===== config.mk =====
export PLATFORM = sky130hd
export DESIGN_NAME = wcs_cell
export DESIGN_NICKNAME = d
export VERILOG_FILES = /design/src/sv/wcs_pkg.sv /design/src/sv/wcs_cell.sv
export SDC_FILE = /design/constraint.sdc
export NUM_CORES = 1
export LEC_CHECK = 0
export BUFFER_PORTS_ARGS = -buffer_cell sky130_fd_sc_hd__clkbuf_2
export CORE_ASPECT_RATIO = 0.8
export CORE_MARGIN = 5
export CORE_UTILIZATION = 49
export DETAILED_ROUTE_END_ITERATION = 10
export PLACE_DENSITY_LB_ADDON = 0.12
export SLEW_MARGIN = 20
export SYNTH_ARGS = -nofsm -noshare
export SYNTH_HDL_FRONTEND = slang
export SYNTH_SLANG_ARGS = --single-unit

===== constraint.sdc =====
create_clock -name clk -period 5.6 [get_ports clk]
set_input_delay 1.12 -clock clk [delete_from_list [all_inputs] [get_ports clk]]
set_output_delay 1.12 -clock clk [all_outputs]
set_load 0.01 [all_outputs]

===== src/sv/wcs_pkg.sv =====
package wcs_pkg;

  localparam int MAX_ENTRIES = 64;
  localparam int WEIGHT_BITS = 16;

  localparam int IDX_W     = $clog2(MAX_ENTRIES);
  localparam int CNT_W     = $clog2(MAX_ENTRIES + 1);
  localparam int TOTAL_W   = WEIGHT_BITS + IDX_W;
  localparam int IN_W_W    = 16;
  localparam int FRAC_W    = 17;
  localparam int Q_BITS    = 16;
  localparam int TARGET_W  = FRAC_W + TOTAL_W;
  localparam int STATUS_W  = 3;
  localparam int OUT_IDX_W = 6;

  localparam logic [FRAC_W-1:0] ONE_Q16 = FRAC_W'(65536);

  localparam logic CMD_ADD   = 1'b0;
  localparam logic CMD_QUERY = 1'b1;

  localparam logic [STATUS_W-1:0] STS_ADDED = 3'd0;
  localparam logic [STATUS_W-1:0] STS_FOUND = 3'd1;
  localparam logic [STATUS_W-1:0] STS_NONE  = 3'd2;
  localparam logic [STATUS_W-1:0] STS_RANGE = 3'd3;
  localparam logic [STATUS_W-1:0] STS_FULL  = 3'd4;

  typedef enum logic [1:0] {
    S_IDLE,
    S_LAUNCH,
    S_WALK,
    S_DONE
  } state_t;

  // query token moving down the cell row
  typedef struct packed {
    logic               valid;
    logic               found;
    logic [IDX_W-1:0]   index;
    logic [TOTAL_W-1:0] prefix;
  } tok_t;

endpackage


===== src/sv/wcs_cell.sv =====
module wcs_cell (
  input  logic                           clk,
  input  logic                           rst_n,
  input  logic                           wr_en,
  input  logic [wcs_pkg::WEIGHT_BITS-1:0] wr_weight,
  input  logic                           live,
  input  logic [wcs_pkg::IDX_W-1:0]       cell_id,
  input  logic [wcs_pkg::TARGET_W-1:0]    target,
  input  wcs_pkg::tok_t                  tok_in,
  output wcs_pkg::tok_t                  tok_out
);
  import wcs_pkg::*;

  logic [WEIGHT_BITS-1:0] weight_r;
  logic [TOTAL_W-1:0]     sum;
  logic [TARGET_W-1:0]    scaled;
  tok_t                   tok_r;
  tok_t                   tok_nxt;

  assign sum    = tok_in.prefix + TOTAL_W'(weight_r);
  assign scaled = TARGET_W'({sum, {Q_BITS{1'b0}}});

  always_comb begin
    tok_nxt = tok_in;
    if (tok_in.valid && !tok_in.found && live) begin
      tok_nxt.prefix = sum;
      if (target <= scaled) begin
        tok_nxt.found = 1'b1;
        tok_nxt.index = cell_id;
      end
    end
  end

  always_ff @(posedge clk) begin
    if (!rst_n) begin
      tok_r <= '0;
    end else begin
      tok_r <= tok_nxt;
    end
  end

  always_ff @(posedge clk) begin
    if (wr_en) begin
      weight_r <= wr_weight;
    end
  end

  assign tok_out = tok_r;

endmodule


## After elaboration in Yosys (flattened, before gate mapping)

Index checks and enable logic that the tools add are counted.

- Flip-flop bits (word level): 46
- Bits of input ports: 95
- Output and inout port bits: 30
- Logic and storage cells: 12

- Add/subtract/negate cells: 1
- Order comparisons: 1
- Multiplexer cells: 2
- Reduce and logical (&&, ||, !) cells: 3

Operators by type and width:

| cell | number |
|---|---|
| less-or-equal comparator 39 x 38 -> 1 bit | 1 |
| two-way mux 29 bit | 1 |
| adder 22 x 16 -> 22 bit | 1 |
| two-way mux 7 bit | 1 |
| logical AND 1 bit | 2 |
| zero test 1 bit | 1 |

## Logic depth before layout (Yosys ltp)

- Depth in word-level cells: 4
- Depth in mapped cells: 19
- Gate-level depth less buffers: 19

## Least setup slack after synthesis

Ideal clock, no wire load.

- Path kind: input to register
- Start: in tok_in[1] (netlist name)
- End: reg tok_r (netlist bit tok_out[22])
- Arrival time: 4532 ps
- Required time: 5528 ps
- Path slack: 996 ps
- Cell stages on the path: 17
- Buffers on the path: 0
- Cell sequence: ha_1 > a21o_1 > a21o_2 > a211oi_2 > o31ai_2 > a21boi_2 > nor2_1 > xnor2_1 > ha_1 > and3_1 > nand3_1 > a2111oi_2 > o311ai_1 > a2111oi_1 > a311oi_2 > a21oi_4 > mux2i_1

- Cells in the longest elaborated chain, start to end: 4

Ends and longest elaborated chain:

| element | line | text |
|---|---|---|
| from (decl) | wcs_cell.sv:9 | `input wcs_pkg::tok_t tok_in,` |
| adder 22 x 16 -> 22 bit | wcs_cell.sv:20 | `assign sum = tok_in.prefix + TOTAL_W'(weight_r);` |
| less-or-equal comparator 39 x 38 -> 1 bit | wcs_cell.sv:27 | `if (target <= scaled) begin` |
| two-way mux 7 bit | wcs_cell.sv:27 |  |
| two-way mux 29 bit | wcs_cell.sv:25 | `if (tok_in.valid && !tok_in.found && live) begin` |
| to (signal assigned) | wcs_cell.sv:38 | `tok_r <= tok_nxt;` |
| to (decl) | wcs_cell.sv:17 | `tok_t tok_r;` |

Every way passes these cells.
A chain may end at the register's enable or synchronous reset.

## Worst setup path in the final report

- Start: in tok_in[0] (netlist name)
- End: reg tok_r (netlist bit tok_out[24])

Same word-level chain as after synthesis.

==> impl_metrics.csv <==
group,metric,value,unit
status,status,"completed",
sta,tns,0,ns
global_route,antenna_found_initial,0,
place,dpl_cell_area,0.00379,sq mm
worst_setup_path,cp-end-kind,"flip-flop",
global_route,grt_first_pass_wirelength,13.0,mm
floorplanning,start_util,51.3,%
worst_setup_path,worstPathArrival,5.08,ns
clock_network,cts-htree-levels,2,
finish,multi_input_area,0.00194,sq mm
sta,grt_setup_unrepaired,"no",
sta,skew,0.00593,ns
sta,slew_headroom,57.5,%
clock_network,postCtsHoldBufs,0,
logic_synthesis,syn_avg_cell_area,9.36,sq um
global_route,grt_max_degree,37,
sta,tightest_slew,0.637,ns
floorplanning,ios,125,
finish,area_growth,24.9,%
floorplanning,core-area,0.00604,sq mm
logic_synthesis,synth_top_area_share,19.4,%
floorplanning,rows,25,
detailed_routing,viasPerCell,5.33,
finish,nFillCells,557,
clock_network,cts-root-buf,"clkbuf_8",
finish,drive_gt1_share,31.9,%
sta,post-route-period-util,86.8,%
logic_synthesis,ys_warn_count,0,
clock_network,clkTransAtPathRegs,0.08,ns
clock_network,cts_resized,0,
worst_setup_path,start_kind,"input pin",
detailed_routing,drc_errors,0,
logic_synthesis,synth_area_leaders,"dfxtp_1 (19%), edfxtp_1 (16%), ha_1 (15%)",
finish,layout_common_cells,"clkbuf_2 (124), nand2_1 (41), ha_1 (37), dfxtp_1 (30), o21ai_0 (20)",
clock_network,cts_tree,"built",
worst_setup_path,cp.required,5.83,ns
finish,final_core_util,64.1,%
detailed_routing,drt_wl_total,8.09,mm
place,dp_hpwl,6.63,mm
place,io_buffers,124,
job,maxCapViolations,0,
finish,seqCellArea,0.00108,sq mm
logic_synthesis,syn_inst,331,
power_and_ir_drop,p_leak,1.92,nW
worst_setup_path,crit_end,"tok_out[24]$_SDFF_PN0_",
worst_setup_path,critical_path_peak_fanout,7,
logic_synthesis,yosysUniqueCellTypes,55,
worst_setup_path,timing.reg2reg.setup_slack,1.31,ns
logic_synthesis,synth_fp_nets,464,
worst_setup_path,reg2reg_to,"tok_out[24]$_SDFF_PN0_",
power_and_ir_drop,ir_worst_vdd,0.114,mV
logic_synthesis,syn_area,0.00310,sq mm
detailed_routing,dr_total_vias,2851,
floorplanning,die_area,0.00802,sq mm
detailed_routing,dr.pass1.iters,6,
logic_synthesis,yosys.area.top_type,"dfxtp_1",
clock_network,clock-sinks,46,
clock_network,cts_buffers,5,
sta,fmax,206,MHz
power_and_ir_drop,p_per_area,231,mW/mm^2
clock_network,post_cts_buffers,0,
sta,slew_violations,0,
detailed_routing,wire_per_inst,15.1,um
finish,nets,586,
global_route,track_usage,20.3,%
worst_setup_path,cp-startpoint,"tok_in[0]",
sta,period_needed,4.86,ns
finish,stdcell_area,0.00387,sq mm
finish,layout_commonest_cell,"clkbuf_2",
sta,hold_violations,0,
worst_setup_path,reg2reg_from,"weight_r[0]$_DFFE_PP_",
sta,setup_viol,0,
detailed_routing,ant_nets,0,
worst_setup_path,critical_path_class,"in -> reg",
clock_network,cts_buffer_depth,2,
clock_network,worstSkewPairLatency,0.29,ns
logic_synthesis,ys_seq_area_share,34.9,%
logic_synthesis,synth_edf_count,16,
logic_synthesis,synth-seq-cells,46,
logic_synthesis,synth_top_flop_cell,"dfxtp_1",
detailed_routing,drt_iter0_drc,90,
global_route,grt_pass1_vias,2773,
logic_synthesis,async_flop_share,0,%
floorplanning,die_h,81.1,um
min_path,hp-class,"reg -> reg",
sta,whs,0.727,ns
finish,antenna_cells,0,
global_route,grt_overflow,0,
worst_setup_path,rr_worst_depth,18,
place,globalplace.congestion,0.876,
floorplanning,dieWidth,98.9,um
min_path,worstHoldPathCells,3,
[routing by layer]
metal | vias to the layer above | wire (um) | track usage (%)
met2 | 87 | 4000 | 33.9
met3 | 10 | 523 | 4.98
met4 | 0 | 95 | 5.32
met1 | 1308 | 3470 | 26.3
li1 | 1446 | - | -
met5 | - | 0 | 0
[area by class of cell]
type	instances	area share (%)
tap	81	2.62
timing repair buffer	125	16.2
multi-input combinational	264	50.1
clock buffer	8	2.07
sequential	46	27.9
inverter	11	1.07
[registers in the layout, summed over array words and instances (netlist names)]
signal and cells:
weight_r 16, tok_out 30
[power breakdown]
| part | internal, mW | leakage, nW | switching [mW] |
|---|---|---|---|
| logic | 0.144 | 1.47 | 0.177 |
| clock network | 0.0889 | 0.0395 | 0.107 |
| registers | 0.370 | 0.407 | 0.00655 |
| total | 0.603 | 1.92 | 0.291 |
[Yosys cell counts, drive strengths merged, types with 2 or more instances]
| library cell | instances |
|---|---|
| o311ai | 3 |
| nor2b | 2 |
| nand2 | 41 |
| o21ai | 23 |
| edfxtp | 16 |
| mux2i | 6 |
| or3 | 5 |
| and2 | 19 |
| nor4 | 4 |
| a2111oi | 5 |
| and3 | 3 |
| clkbuf | 9 |
| nor2 | 9 |
| nand2b | 7 |
| xnor2 | 14 |
| dfxtp | 30 |
| a21oi | 21 |
| a211oi | 4 |
| xor2 | 10 |
| o31ai | 3 |
| o211a | 2 |
| nor3 | 4 |
| nand3 | 10 |
| a21o | 11 |
| ha | 37 |
| inv | 11 |
| a21boi | 4 |
| nand4 | 5 |
[worst max-delay path, stage by stage]
cell	delay (ns)
clkbuf_2	0.09
ha_1	0.17
inv_1	0.06
fa_1	0.39
and2b_1	0.24
o2111ai_2	0.13
a21oi_2	0.22
nor2_2	0.08
a21oi_1	0.13
o21ai_0	0.20
a211oi_1	0.36
xnor2_1	0.12
ha_1	0.30
and4b_1	0.26
o311ai_1	0.14
a2111oi_1	0.42
a311oi_2	0.11
a21oi_4	0.32
mux2i_1	0.22
[metrics by stage]
stage	instances	power [mW]	setup slack, ns
floorplan	331	0.600	0.996
global placement	527	0.697	0.625
detailed placement	527	0.704	0.492
CTS	535	0.904	0.759
global route	535	0.971	0.428
finish	535	0.894	0.742
[logic make-up (layout without fill, tap and decap cells)]
group / after synthesis / count (layout) / synth area share [%]
buffers and inverters: 21 / 144 / 2.58
XOR/XNOR: 24 / 24 / 6.79
AO/OA/AOI/OAI: 82 / 82 / 19.2
multiplexers: 6 / 6 / 1.94
flip-flops: 46 / 46 / 34.9
adder cells (fa/ha/maj): 38 / 38 / 15.6
AND/OR/NAND/NOR: 114 / 114 / 19.0
[worst min-delay path by stage]
stage	slack [ns]	endpoint	start
finish	0.73	tok_out[0]$_SDFF_PN0_	weight_r[0]$_DFFE_PP_
global route	0.84	tok_out[0]$_SDFF_PN0_	weight_r[0]$_DFFE_PP_
CTS	0.74	tok_out[0]$_SDFF_PN0_	weight_r[0]$_DFFE_PP_
detailed placement	0.72	tok_out[0]$_SDFF_PN0_	weight_r[0]$_DFFE_PP_
global placement	0.69	tok_out[0]$_SDFF_PN0_	weight_r[0]$_DFFE_PP_
floorplan	0.63	tok_out[0]$_SDFF_PN0_	weight_r[0]$_DFFE_PP_
No activity file was read; power rests on OpenSTA's default activity.
